## config.mk

```make
export PLATFORM = sky130hd
export DESIGN_NAME = balanced_ternary_word_alu
export DESIGN_NICKNAME = d
export VERILOG_FILES = /design/src/rtl/core/btw_alu_pkg.sv /design/src/rtl/core/balanced_ternary_word_alu.sv /design/src/rtl/core/btw_alu_cell.sv
export SDC_FILE = /design/constraint.sdc
export NUM_CORES = 1
export LEC_CHECK = 0
export BUFFER_PORTS_ARGS = -buffer_cell sky130_fd_sc_hd__buf_2
export CAP_MARGIN = 20
export CORE_UTILIZATION = 55
export CTS_CLUSTER_DIAMETER = 30
export DETAILED_ROUTE_END_ITERATION = 10
export GPL_TIMING_DRIVEN = 1
export HOLD_SLACK_MARGIN = 0.1
export PLACE_DENSITY = 0.74
export RECOVER_POWER = 25
export SLEW_MARGIN = 10
export SYNTH_ARGS = -nofsm -noshare
export SYNTH_HDL_FRONTEND = slang
export SYNTH_SLANG_ARGS = --single-unit
```

## constraint.sdc

```tcl
create_clock -name clk -period 2.97 [get_ports clk]
set_input_delay 0.891 -clock clk [delete_from_list [all_inputs] [get_ports clk]]
set_output_delay 0.891 -clock clk [all_outputs]
set_load 0.1 [all_outputs]
```

## src/rtl/core/btw_alu_pkg.sv

```systemverilog
package btw_alu_pkg;

	// fixed field widths
	localparam int WORD_W      = 12;
	localparam int JUMP_W      = 10;
	localparam int OP_W        = 3;
	localparam int STATUS_W    = 2;
	localparam int WORD_TRITS  = WORD_W / 2;
	localparam int TRITS_DEF   = 6;

	// operation codes
	localparam logic [OP_W-1:0] OP_ADD  = 3'd0;
	localparam logic [OP_W-1:0] OP_INC  = 3'd1;
	localparam logic [OP_W-1:0] OP_NEG  = 3'd2;
	localparam logic [OP_W-1:0] OP_SIGN = 3'd3;
	localparam logic [OP_W-1:0] OP_JUMP = 3'd4;
	localparam logic [OP_W-1:0] OP_PASS = 3'd5;

	// status codes
	localparam logic [STATUS_W-1:0] ST_FINE  = 2'd0;
	localparam logic [STATUS_W-1:0] ST_OVER  = 2'd1;
	localparam logic [STATUS_W-1:0] ST_UNDER = 2'd2;

	// trit as a 2-bit signed value, same bits as its code
	localparam logic signed [1:0] TRIT_POS  = 2'sb01;
	localparam logic signed [1:0] TRIT_ZERO = 2'sb00;
	localparam logic signed [1:0] TRIT_NEG  = 2'sb11;

	// word in flight through the cell row
	typedef struct packed {
		logic                vld;
		logic [OP_W-1:0]     op;
		logic [WORD_W-1:0]   acc;
		logic [WORD_W-1:0]   opd;
		logic [WORD_W-1:0]   res;
		logic signed [1:0]   carry;
		logic signed [1:0]   sgn;
		logic [JUMP_W-1:0]   jmp;
	} btw_lane_t;

	// unused code 10 reads as zero
	function automatic logic signed [1:0] trit_of(input logic [1:0] code);
		logic signed [1:0] t;
		t = (code == 2'b10) ? TRIT_ZERO : signed'(code);
		return t;
	endfunction

	// 3^n modulo 2^JUMP_W, elaboration only
	function automatic logic [JUMP_W-1:0] pow3_mod(input int n);
		logic [JUMP_W-1:0] p;
		p = JUMP_W'(1);
		for (int i = 0; i < n; i++) begin
			p = JUMP_W'(p * 3);
		end
		return p;
	endfunction

endpackage

```

## src/rtl/core/balanced_ternary_word_alu.sv

```systemverilog
// channel   | ports                                          | handshake
// ----------+------------------------------------------------+-----------------------
// command   | operation, accumulator_word, operand_word      | start & !busy
// result    | result_word, status, skip_taken, jump_address  | done, one cycle
//
// one word per clock; busy stays low, so every start is taken
// a word passes through the cell row, one trit per cell,
// and its result shows with done as it leaves the last cell's register
// arst_n clears every register of the row
// the receiver cannot stall: each result is shown for exactly one cycle
module balanced_ternary_word_alu import btw_alu_pkg::*; #(
	parameter int TRITS_PER_WORD = TRITS_DEF
) (
	input  logic                clk,
	input  logic                arst_n,
	input  logic                start,
	output logic                busy,
	input  logic [OP_W-1:0]     operation,
	input  logic [WORD_W-1:0]   accumulator_word,
	input  logic [WORD_W-1:0]   operand_word,
	output logic                done,
	output logic [WORD_W-1:0]   result_word,
	output logic [STATUS_W-1:0] status,
	output logic                skip_taken,
	output logic [JUMP_W-1:0]   jump_address
);

	// lane[k] feeds cell k, lane[TRITS_PER_WORD] is the last cell's register
	btw_lane_t lane [0:TRITS_PER_WORD];
	btw_lane_t last;

	// row never holds off a word
	assign busy = 1'b0;

	// entry of the row; increment is an add with carry in of +1
	assign lane[0] = '{
		vld:   start,
		op:    operation,
		acc:   accumulator_word,
		opd:   operand_word,
		res:   WORD_W'(0),
		carry: (operation == OP_INC) ? TRIT_POS : TRIT_ZERO,
		sgn:   TRIT_ZERO,
		jmp:   JUMP_W'(0)
	};

	// one cell per trit, carry and partial fields ripple one cell per cycle
	for (genvar k = 0; k < TRITS_PER_WORD; k++) begin : g_cell
		btw_alu_cell #(
			.IDX(k)
		) u_cell (
			.clk    (clk),
			.arst_n (arst_n),
			.lane_i (lane[k]),
			.lane_q (lane[k+1])
		);
	end

	assign last = lane[TRITS_PER_WORD];
	assign done = last.vld;

	// pick the fields the operation defines, the rest read zero
	always_comb begin
		result_word  = '0;
		status       = ST_FINE;
		skip_taken   = 1'b0;
		jump_address = '0;
		if (last.vld) begin
			unique case (last.op)
				OP_ADD, OP_INC: begin
					result_word = last.res;
					// carry past the top trit is dropped and flagged
					if (last.carry == TRIT_POS) begin
						status = ST_OVER;
					end else if (last.carry == TRIT_NEG) begin
						status = ST_UNDER;
					end else begin
						status = ST_FINE;
					end
				end
				OP_NEG: begin
					result_word = last.res;
				end
				OP_SIGN: begin
					// sign follows the highest nonzero trit
					skip_taken = (last.sgn != TRIT_NEG);
				end
				OP_JUMP: begin
					jump_address = last.jmp;
				end
				OP_PASS: begin
					// copied bit for bit, unused codes included
					result_word = last.acc;
				end
				default: begin
					result_word = '0;
				end
			endcase
		end
	end

endmodule

```

## src/rtl/core/btw_alu_cell.sv

```systemverilog
module btw_alu_cell import btw_alu_pkg::*; #(
	parameter int IDX = 0
) (
	input  logic      clk,
	input  logic      arst_n,
	input  btw_lane_t lane_i,
	output btw_lane_t lane_q
);

	localparam logic [JUMP_W-1:0] P3 = pow3_mod(IDX);

	logic signed [1:0] acc_trit;
	logic signed [1:0] opd_trit;
	logic signed [1:0] add_a;
	logic signed [1:0] add_b;
	logic signed [2:0] sum;
	logic signed [2:0] sum_fix;
	logic signed [1:0] carry_nxt;
	logic signed [1:0] res_trit;
	logic [JUMP_W-1:0] jmp_add;
	btw_lane_t         nxt;

	// trits beyond the word read as zero
	assign acc_trit = trit_of(2'(lane_i.acc >> (2 * IDX)));
	assign opd_trit = trit_of(2'(lane_i.opd >> (2 * IDX)));

	assign add_a = (lane_i.op == OP_ADD) ? acc_trit : opd_trit;
	assign add_b = (lane_i.op == OP_ADD) ? opd_trit : TRIT_ZERO;
	assign sum   = add_a + add_b + lane_i.carry;

	always_comb begin
		if (sum > 3'sd1) begin
			sum_fix   = sum - 3'sd3;
			carry_nxt = TRIT_POS;
		end else if (sum < -3'sd1) begin
			sum_fix   = sum + 3'sd3;
			carry_nxt = TRIT_NEG;
		end else begin
			sum_fix   = sum;
			carry_nxt = TRIT_ZERO;
		end
	end

	assign res_trit = (lane_i.op == OP_NEG) ? -opd_trit : sum_fix[1:0];

	// (trit + 1) * 3^IDX toward 364 + value
	always_comb begin
		if (opd_trit == TRIT_POS) begin
			jmp_add = JUMP_W'(P3 << 1);
		end else if (opd_trit == TRIT_ZERO) begin
			jmp_add = P3;
		end else begin
			jmp_add = '0;
		end
	end

	always_comb begin
		nxt       = lane_i;
		nxt.res   = (lane_i.res & ~(WORD_W'(3) << (2 * IDX)))
			| ({{(WORD_W-2){1'b0}}, res_trit} << (2 * IDX));
		nxt.carry = carry_nxt;
		nxt.sgn   = (opd_trit != TRIT_ZERO) ? opd_trit : lane_i.sgn;
		nxt.jmp   = lane_i.jmp + jmp_add;
	end

	always_ff @(posedge clk or negedge arst_n) begin
		if (!arst_n) begin
			lane_q <= '0;
		end else begin
			lane_q <= nxt;
		end
	end

endmodule

```

## Word level (Yosys, flattened, before mapping)

Cells that the tools add are included.

| cells by class | value |
|---|---|
| add/subtract/negate cells | 35 |
| $lt $le $gt $ge | 12 |
| eq/ne operators | 33 |
| muxes and demuxes | 83 |
| bitwise logic cells | 5 |
| reduce and logical (&&, ||, !) cells | 21 |

Operators by type and width:

| kind | number |
|---|---|
| 2-bit 2-to-1 mux | 65 |
| 10-bit 2-to-1 mux | 8 |
| 10-bit adder | 5 |
| 2-bit equality test (second input constant) | 19 |
| 3-bit by 2-bit equality test with 1-bit output (second input constant) | 8 |
| 12-bit case mux with 2 select lines | 1 |
| 3-bit logical NOT | 7 |
| 2-bit by 2-bit adder with 3-bit output | 6 |
| 3-bit by 2-bit adder with 3-bit output | 6 |
| 3-bit by 2-bit > comparator with 1-bit output (second input constant) | 6 |
| 3-bit by 1-bit less-than comparator with 1-bit output (second input constant) | 6 |
| 2-bit by 1-bit adder with 2-bit output (second input constant) | 6 |
| 2-bit logical NOT | 6 |
| 12-bit 2-to-1 mux | 1 |
| 2-bit negator | 6 |
| 10-bit by 12-bit OR with 12-bit output | 1 |
| 2-bit nonzero test | 6 |
| 2-bit by 1-bit subtractor with 2-bit output (second input constant) | 6 |
| 8-bit by 10-bit OR with 10-bit output | 1 |
| 8-bit 2-to-1 mux | 1 |
| 6-bit by 8-bit OR with 8-bit output | 1 |
| 7-bit 2-to-1 mux | 1 |
| 3-bit by 1-bit equality test with 1-bit output (second input constant) | 2 |
| 3-bit equality test (second input constant) | 2 |
| 9 further kinds | 12 |

| storage, ports and cells | value |
|---|---|
| flip-flop bits (word level) | 282 |
| bits of input ports | 30 |

## Longest topological paths before layout

Gate-level depths: netlist of run 1.

| depth | value |
|---|---|
| word-level depth | 10 |
| mapped depth | 9 |

## By module

A second synthesis of run 1 with hierarchy kept.

| unflattened totals | value |
|---|---|
| cell total of the unflattened synthesis | 829 |
| area, all modules | 11653.7 um2 |

Modules (own cells, without submodules):

| module | times used | cells each | area an instance (um2) | seq. area each (um2) |
|---|---|---|---|---|
| btw_alu_cell (g_cell[5].u_cell) | 1 | 140 | 1986.9 | 1351.3 |
| btw_alu_cell (g_cell[3].u_cell) | 1 | 134 | 1948.1 | 1351.3 |
| btw_alu_cell (g_cell[4].u_cell) | 1 | 136 | 1944.4 | 1351.3 |
| btw_alu_cell (g_cell[0].u_cell) | 1 | 121 | 1825.5 | 1351.3 |
| btw_alu_cell (g_cell[2].u_cell) | 1 | 118 | 1811.7 | 1351.3 |
| btw_alu_cell (g_cell[1].u_cell) | 1 | 116 | 1784.2 | 1351.3 |
| balanced_ternary_word_alu | 1 | 64 | 352.8 | 0.0 |

## Least setup slack after synthesis of run 1

No wires, ideal clock.

| timing path | value |
|---|---|
| kind | flip-flop to output port |
| start | reg g_cell[5].u_cell.lane_q[53] (netlist bit) |
| end | out skip_taken |
| arrival time | 2617 ps |
| slack | -538 ps |
| cell stages (with the launch flop) | 3 |
| buffers on the path | 0 |
| cell sequence | dfrtp_1 > nand4b_1 > a21oi_1 |

| between the ends | value |
|---|---|
| longest elaborated chain between the ends | 1 |

Ends and longest elaborated chain:

| element | RTL line | source |
|---|---|---|
| from (decl) | btw_alu_cell.sv:7 | `output btw_lane_t lane_q` |
| from (signal assigned) | btw_alu_cell.sv:70 | `lane_q <= nxt;` |
| 1-bit 2-to-1 mux | balanced_ternary_word_alu.sv:68 | `if (last.vld) begin` |
| to (decl) | balanced_ternary_word_alu.sv:24 | `output logic skip_taken,` |

No other way between the ends.

==> results of run 1 <==
## synth_stat cells, types with 2 or more instances
cell type / count / share of area [%]
a21o_1: 5 / 0.45
a21oi_1: 21 / 1.3
a22oi_1: 13 / 1.2
a31oi_1: 3 / 0.23
and2_1: 16 / 1.2
and3_1: 3 / 0.23
clkbuf_1: 4 / 0.18
dfrtp_1: 230 / 70
fa_1: 17 / 4.1
ha_1: 28 / 4.2
inv_1: 27 / 1.2
mux2_2: 7 / 0.95
nand2_1: 34 / 1.5
nand2b_1: 6 / 0.45
nand3_1: 12 / 0.73
nand4_1: 2 / 0.15
nor2_1: 25 / 1.1
nor2b_1: 22 / 1.7
nor3_1: 8 / 0.48
nor3b_1: 4 / 0.36
o211ai_1: 2 / 0.18
o21a_1: 2 / 0.18
o21ai_0: 32 / 1.9
or2_0: 2 / 0.15
or2_2: 5 / 0.38
xnor2_1: 21 / 2.2
xnor3_1: 4 / 1.1
xor2_1: 6 / 0.64
## kinds of logic (layout without fill, tap and decap cells)
| kind of cell | after synthesis | in the layout | share of synthesized area [%] |
|---|---|---|---|
| other | 1 | 1 | 0.0454 |
| multiplexers | 8 | 8 | 1.08 |
| adder cells (fa/ha/maj) | 45 | 45 | 8.36 |
| buffers and inverters | 32 | 161 | 1.50 |
| flip-flops | 230 | 230 | 69.7 |
| AO/OA/AOI/OAI | 84 | 84 | 6.07 |
| AND/OR/NAND/NOR | 144 | 144 | 9.06 |
| XOR/XNOR | 32 | 32 | 4.24 |
## layer usage
metal	vias up	GRT usage (%)	wire length (um)
met3	65	4.81	708
met5	-	0	0
met4	0	10.1	753
met1	2323	23.6	5640
li1	2135	-	-
met2	151	39.7	8580
## stage by stage
step / TNS, ps / setup slack [ps] / cell area [sq um] / cells
2_1_floorplan: -150 / -75.0 / 8320 / 576
3_3_place_gp: 0 / 32.7 / 9280 / 826
3_5_place_dp: -216 / -111 / 9280 / 826
4_1_cts: 0 / 41.9 / 10500 / 889
5_1_grt: 0 / 0.317 / 10500 / 889
6_report: 0 / 95.4 / 10500 / 889
## timing repair
action	CTS	global route
gates resized for setup	3	4
setup buffers	0	0
gates cloned	0	0
endpoints found under the setup margin	13	10
## final cells by class
type	count	share of cell area (%)
Inverter	27	0.966
Clock buffer	40	9.01
Sequential cell	230	54.9
Multi-Input combinational cell	314	23.5
Timing Repair Buffer	71	7.25
Tap cell	184	2.19
Clock inverter	23	2.19
## worst max-delay path: cells and delay by family, from the launching register on
kind                     cells  cell delay (ps)
AO/OA/AOI/OAI                3              590
flip-flops                   1              470
XOR/XNOR                     1              460
adder cells (fa/ha/maj)      2              720
AND/OR/NAND/NOR              2              530
## power groups by stage
| stage | sequential (mW) | clock (mW) | combinational (mW) |
|---|---|---|---|
| CTS | 3.97 | 4.03 | 2.17 |
| detailed placement | 4.01 | 0 | 2.09 |
| floorplan | 3.93 | 0 | 1.58 |
| global placement | 3.98 | 0 | 1.96 |
| finish | 3.97 | 3.96 | 2.19 |
| global route | 4.02 | 4.19 | 2.39 |
## final timing paths
kind                                                    end  depth (start not counted)
worst min register to register  g_cell[2].u_cell.lane_q[49]                          0
worst max-delay path            g_cell[3].u_cell.lane_q[21]                          8
worst max register to register  g_cell[3].u_cell.lane_q[21]                          8
max in group asynchronous       g_cell[3].u_cell.lane_q[47]                          2
worst min-delay path            g_cell[2].u_cell.lane_q[49]                          0
min in group asynchronous       g_cell[3].u_cell.lane_q[49]                          1
## layout by cell type, fill, tap and decap left out, types with 10 or more instances in the layout
cell type / n
a21oi_1: 19
a22oi_1: 13
and2_2: 10
buf_12: 24
buf_2: 32
buf_4: 14
clkbuf_16: 35
dfrtp_1: 229
fa_1: 17
ha_1: 28
inv_1: 27
inv_6: 11
nand2_1: 34
nand3_1: 12
nor2_1: 25
nor2b_1: 10
nor2b_2: 11
o21ai_0: 32
xnor2_1: 21
==> impl_metrics.toml, run 1 <==
[clock_tree]
clock-sinks = 230
htree_levels = 2
ctsHoldBuffers = 0
cts_buffer_depth = 3
cts_buffers = 35
clock_latency_ps = 500
clk_pin_slew_ps = 60
cts_root_buffer = "clkbuf_16"
cts_tree = "done"

[logic_synthesis]
synth.distinct_cells = 43
synth-main-ff-cell = "dfrtp_1"
synth_seq_cells = 230
synth_cells = 576
synth_area_per_cell_sq_um = 14.3
synth_warnings = 0
seq_area_frac_synth_pct = 69.7
synth_edf_count = 0
synth_nets = 651
netlist_area_sq_um = 8260
ys_async_sr_fraction_pct = 100

[grt]
grt.total_usage_pct = 21.6
grt_pass1_vias = 5224
grt_overflow_total = 0
grt_max_degree = 83
antenna_found_initial = 0
grt_pass1_wl_um = 26000

[worst_setup_path]
crit_start = "g_cell[2].u_cell.lane_q[32]"
regToRegStartpoint = "g_cell[2].u_cell.lane_q[32]"
start_kind = "flip-flop"
reg2reg_slack_ps = 100
critical_path_arrival_ps = 3280
critPathMaxFanout = 7
cp_data_required_time_ps = 3380
cp_slowest_cell = "fa_1"
worstSetupPathType = "reg -> reg"
max_stage_delay_ps = 490
crit_chain = "nand2_1 -> o21ai_0 -> fa_1 -> ha_1 -> xnor3_1 -> nor3_1 -> a21oi_1 -> o21ai_0"
crit_top_cell = "o21ai_0"
end_kind = "flip-flop"

[final_layout]
area_growth_pct = 26.9
diodes = 0
fin_nets = 754
n_fill_cell = 881
seqCellArea_sq_um = 5760
multi_input_area_sq_um = 2460
post-route-util_pct = 71.9
top_regs = "g_cell.u_cell.lane_q x230"
largest_register_ffs = 230
regMostFlops = "g_cell.u_cell.lane_q"
drive_above_1_share_pct = 25.5

[drt]
ant_nets = 0
wl_per_cell_um = 17.6
routed_wirelength_um = 15700
drtPass1Iterations = 4
drtIter0Drc = 227
viasPerCell = 5.26
vias = 4674
post-route-drc-count = 0

[power]
net-switching-power_mw = 2.98
p_seq_share_pct = 39.2
p_int_mw = 7.13
powerDensity_nw_per_um2 = 964
max-vdd-ir-drop_uv = 524
p_sw_share_pct = 29.5
p_comb_share_pct = 21.6
p_clk_share_pct = 39.1
total_power_mw = 10.1
p_leak_nw = 4.80

[outcome]
outcome = "finished, final reports clean"

[timing]
hold_ws_ps = 341
rsz0062_at_grt = "no"
setup_viol = 0
layout_min_cycle_time_ps = 2870
tightest_slew_ps = 603
fmax_mhz = 348
fin_crit_sh_pct = 96.8
clock_skew_ps = 23.8
worst_slew_margin_rel_pct = 59.8
drv_slew = 0
hold_violations = 0

[floorplanning]
core_sq_um = 14600
die_x_um = 125
die_area_sq_um = 15500
initial_utilization_pct = 56.6
rows = 44
ioPinCount = 57
die_height_um = 125

[hold_path]
hold_start = "g_cell[1].u_cell.lane_q[49]"
min_path_type = "reg -> reg"

[flow_run]
cap_violations = 0

[place]
hpwl_um = 9540
place_congestion = 0.871
io_buffers = 55
No activity file was read; power rests on OpenSTA's default activity.
==> inputs of run 2 (changes only) <==
==> constraint.sdc (replaced) <==
create_clock -name clk -period 2.97 [get_ports clk]
set_input_delay 0.4455 -clock clk [delete_from_list [all_inputs] [get_ports clk]]
set_output_delay 0.4455 -clock clk [all_outputs]
set_load 0.1 [all_outputs]
==> impl_metrics.toml, run 2 (synthesis gave the netlist of run 1 again) <==
[final_layout]
n_fill_cell = 925
multi_input_area_sq_um = 2440
top_regs = "g_cell.u_cell.lane_q x230"
diodes = 0
layout.cells.non_filler = 906
fin_nets = 773
final_common_cell = "dfrtp_1"
drive_above_1_share_pct = 22.0
seqCellArea_sq_um = 5760
final_cell_mix = "dfrtp_1 (230), buf_2 (54), nand2_1 (34), o21ai_0 (32), clkbuf_16 (31)"
area_growth_pct = 24.8
regMostFlops = "g_cell.u_cell.lane_q"
largest_register_ffs = 230

[power]
p_leak_nw = 4.77
max-vdd-ir-drop_uv = 604
powerDensity_nw_per_um2 = 958

[hold_path]
min_path_type = "in -> reg"

[clock_tree]
clock-sinks = 230
clock_latency_ps = 530
cts_buffer_depth = 3
cts_tree = "done"
cts_buffers = 31
clk_pin_slew_ps = 60
post_cts_buffers = 0
htree_levels = 1
cts_root_buffer = "clkbuf_16"

[place]
place_inst = 821
place_congestion = 0.821
io_buffers = 55
hpwl_um = 9110

[drt]
vias = 4668
ant_nets = 0
drtPass1Iterations = 4
viasPerCell = 5.15
post-route-drc-count = 0
drtIter0Drc = 182
routed_wirelength_um = 14700
wl_per_cell_um = 16.2

[worst_setup_path]
max_stage_delay_ps = 510
worstSetupPathType = "reg -> reg"
critical_path_arrival_ps = 3280
cp_data_required_time_ps = 3360
end_kind = "flip-flop"
crit_chain = "nor3_2 -> nand3_1 -> o21ai_0 -> fa_1 -> ha_1 -> xnor3_1 -> xor2_1 -> a211oi_1 -> a21oi_1"
start_kind = "flip-flop"
critPathMaxFanout = 6
cp_slowest_cell = "fa_1"

[timing]
clock_skew_ps = 11.3
layout_min_cycle_time_ps = 2890
tightest_slew_ps = 669
fin_crit_sh_pct = 97.2
hold_violations = 0
setup_viol = 0
fmax_mhz = 346
worst_slew_margin_rel_pct = 55.4
drv_slew = 0
hold_ws_ps = 149

[grt]
grt_pass1_wl_um = 24600
grt_pass1_vias = 5209
antenna_found_initial = 0
grt_overflow_total = 0
grt_max_degree = 97
grt.total_usage_pct = 20.0

[floorplanning]
ioPinCount = 57
rows = 44
die_x_um = 125
die_height_um = 125
die_area_sq_um = 15500
core_sq_um = 14600
initial_utilization_pct = 56.6

[flow_run]
cap_violations = 0

[outcome]
outcome = "finished, final reports clean"
-- run 2: cell count changes in the layout (fill, tap and decap cells not counted), moves of 4 or more --
cell / change
dlygate4sd3_1: +28
buf_12: -23
buf_2: +22
inv_6: -7
and2_1: +5
and2_2: -5
bufinv_16: +5
buf_4: -4
clkbuf_16: -4
nor3_2: +4
-- run 2: where the power goes --
group / switching, mW / total [mW] / leakage [nW] / internal [mW]
Combinational: 1.17 / 2.07 / 1.54 / 0.905
Clock: 1.35 / 3.86 / 0.532 / 2.51
Sequential: 0.233 / 3.95 / 2.70 / 3.72
-- run 2: worst paths after layout --
check | from | to | slack (ps) | cells after the start
max reg2reg | g_cell[3].u_cell.lane_q[51] | g_cell[4].u_cell.lane_q[23] | 80 | 9
max in group asynchronous | arst_n | g_cell[0].u_cell.lane_q[0] | 1610 | 3
min in group asynchronous | arst_n | g_cell[3].u_cell.lane_q[49] | 530 | 2
min | operand_word[1] | g_cell[0].u_cell.lane_q[1] | 150 | 2
min reg2reg | g_cell[0].u_cell.lane_q[42] | g_cell[1].u_cell.lane_q[42] | 340 | 0
max | g_cell[3].u_cell.lane_q[51] | g_cell[4].u_cell.lane_q[23] | 80 | 9
-- run 2: final cells by class --
type                       instances  share of cell area, %
tap                              184                   2.23
multi-input combinational        314                   23.7
timing repair buffer              94                   6.41
clock inverter                    21                   2.94
clock buffer                      36                   7.90
inverter                          27                  0.983
sequential                       230                   55.8
-- run 2: layer usage --
layer,up-vias,wire (um),track usage [%]
met5,-,0,0
met4,0,560,8.15
met3,49,564,3.99
met2,117,8110,38.3
met1,2329,5450,21.3
li1,2173,-,-
-- run 2: timing repair --
action	in CTS	in global routing
hold endpoints to repair	119	0
setup endpoints to repair	0	7
hold buffers	28	0
gates resized for setup	0	6
-- run 2: worst max-delay path: cells and delay by family (launching register included) --
kind / cells / cell delay, ps
and+or+nand+nor: 2 / 460
adders and majority gates: 2 / 770
DFF: 1 / 400
AOI/OAI and AO/OA: 3 / 480
xor gates and xnor gates: 2 / 660
-- run 2: through the flow --
| step | util (%) | setup TNS [ps] | area (sq um) | setup slack [ps] | power, mW |
|---|---|---|---|---|---|
| 3_5_place_dp | 60.9 | 0 | 8890 | 103 | 5.99 |
| 4_1_cts | 70.5 | 0 | 10300 | 55.5 | 9.97 |
| 2_1_floorplan | - | 0 | 8300 | 0.263 | 5.51 |
| 3_3_place_gp | 60.9 | 0 | 8890 | 270 | 5.83 |
| 6_report | 70.7 | 0 | 10300 | 83.4 | 9.88 |
| 5_1_grt | 70.7 | -23.5 | 10300 | -23.5 | 10.4 |
==> inputs of run 3 (changes only) <==
==> constraint.sdc (replaced) <==
create_clock -name clk -period 2.97 [get_ports clk]
set_input_delay 0.297 -clock clk [delete_from_list [all_inputs] [get_ports clk]]
set_output_delay 0.297 -clock clk [all_outputs]
set_load 0.1 [all_outputs]
==> impl_metrics.toml, run 3 (synthesis gave the netlist of run 1 again) <==
[outcome]
outcome = "finished, final reports clean"

[power]
powerDensity_nw_per_um2 = 992
p_leak_nw = 4.85
max-vdd-ir-drop_uv = 558

[worst_setup_path]
start_kind = "flip-flop"
cp_data_required_time_ps = 3340
critical_path_arrival_ps = 3180
end_kind = "flip-flop"
critPathMaxFanout = 6
worstSetupPathType = "reg -> reg"
ff2ff_path_depth = 9
regToRegStartpoint = "g_cell[3].u_cell.lane_q[51]"
reg2reg_slack_ps = 160
reg2reg_to = "g_cell[4].u_cell.lane_q[23]"

[floorplanning]
die_area_sq_um = 15500
rows = 44
die_height_um = 125
die_x_um = 125
core_sq_um = 14600
initial_utilization_pct = 56.6
ioPinCount = 57

[grt]
grt_pass1_vias = 5276
grt_overflow_total = 0
grt.total_usage_pct = 21.6
antenna_found_initial = 0
grt_max_degree = 110
grt_pass1_wl_um = 26000

[hold_path]
hold_start = "g_cell[3].u_cell.lane_q[45]"
whs_endpoint = "g_cell[4].u_cell.lane_q[45]"
min_path_type = "reg -> reg"
holdPathStages = 0

[drt]
post-route-drc-count = 0
vias = 4713
ant_nets = 0
drtPass1Iterations = 4
drtIter0Drc = 263
routed_wirelength_um = 15600
viasPerCell = 5.16
wl_per_cell_um = 17.1

[final_layout]
top_regs = "g_cell.u_cell.lane_q x230"
fin_nets = 777
final_common_cell = "dfrtp_1"
drive_above_1_share_pct = 20.5
layout.cells.non_filler = 914
largest_register_ffs = 230
area_growth_pct = 26.4
final_cell_mix = "dfrtp_1 (230), buf_2 (54), clkbuf_16 (38), nand2_1 (34), o21ai_0 (31)"
diodes = 0
regMostFlops = "g_cell.u_cell.lane_q"
n_fill_cell = 875

[timing]
fin_crit_sh_pct = 94.5
drv_slew = 0
fmax_mhz = 356
layout_min_cycle_time_ps = 2810
worst_slew_margin_rel_pct = 46.0
setup_tns_ps = 0
setup_viol = 0
clock_skew_ps = 14.5
rsz0062_at_grt = "no"
tightest_slew_ps = 810
hold_violations = 0

[place]
place_inst = 818
io_buffers = 55
place_congestion = 0.863
hpwl_um = 9020

[clock_tree]
htree_levels = 2
cts_buffers = 37
cts_tree = "done"
cts_root_buffer = "clkbuf_16"
clock-sinks = 230
cts_buffer_depth = 3
clock_latency_ps = 510
post_cts_buffers = 0
clk_pin_slew_ps = 50

[flow_run]
cap_violations = 0
[run 3: cell types whose count changed in the layout (fill, tap and decap cells not counted), moves of 3 or more]
cell / delta
and2_2: -5
clkinv_2: +4
clkbuf_16: +7
clkinv_4: +3
nor2b_2: -10
nor2b_1: +10
buf_4: -4
and2_1: +5
[run 3: power by group]
group          internal, mW  switching (mW)
sequential             3.72           0.236
clock                  2.80            1.50
combinational         0.905            1.21
total                  7.42            2.94
[run 3: timing repair]
item                       4_1_cts  5_1_grt
hold buffers                    29        0
setup endpoints to repair        6        8
hold endpoints to repair       138        0
gates resized for setup          1        6
[run 3: how the worst max path moves through the flow]
| stage | depth (start not counted) | endpoint | startpoint |
|---|---|---|---|
| finish | 9 | g_cell[4].u_cell.lane_q[23] | g_cell[3].u_cell.lane_q[51] |
| global route | 9 | g_cell[5].u_cell.lane_q[25] | g_cell[4].u_cell.lane_q[50] |
| CTS | 8 | g_cell[3].u_cell.lane_q[21] | g_cell[2].u_cell.lane_q[51] |
| detailed placement | 8 | g_cell[2].u_cell.lane_q[19] | g_cell[1].u_cell.lane_q[51] |
| global placement | 8 | g_cell[2].u_cell.lane_q[19] | g_cell[1].u_cell.lane_q[51] |
| floorplan | 2 | skip_taken | g_cell[5].u_cell.lane_q[53] |
[run 3: per-layer routing]
metal	track usage (%)	routed length [um]	share of wire, %
met1	23.9	5800	37
met2	39.5	8740	56
met3	4.21	519	3.3
met4	11.1	541	3.5
met5	0	0	0
[run 3: final cells by class]
class                   count  area, sq um  area share [%]
flip-flops and latches    230         5760            55.1
clock inverters            24          287            2.74
repair buffers             92          661            6.32
inverters                  27          101           0.970
well taps                 184          230            2.20
multi-input cells         314         2410            23.1
clock buffers              43         1000            9.57
[run 3: worst max-delay path, cell delays in order, from the launching register on]
cell      delay, ps
dfrtp_1         400
nor3_2          320
nand3_1         130
o21ai_0         120
fa_1            480
ha_1            230
xnor3_1         460
xor2_1          190
a211oi_1        290
a21oi_1          70
[run 3: stage by stage]
| step | power, mW | hold WS (ps) | utilization [%] | area (sq um) | setup WS [ps] |
|---|---|---|---|---|---|
| final | 10.4 | 337 | 71.6 | 10400 | 163 |
| after global routing | 10.9 | 342 | 71.6 | 10400 | 25.3 |
| after CTS | 10.4 | 342 | 71.4 | 10400 | 15.1 |
| after detailed placement | 5.99 | 335 | 60.6 | 8840 | 86.2 |
| after global placement | 5.83 | 331 | 60.6 | 8840 | 235 |
| after floorplan | 5.50 | 1.41 | - | 8260 | 56.0 |
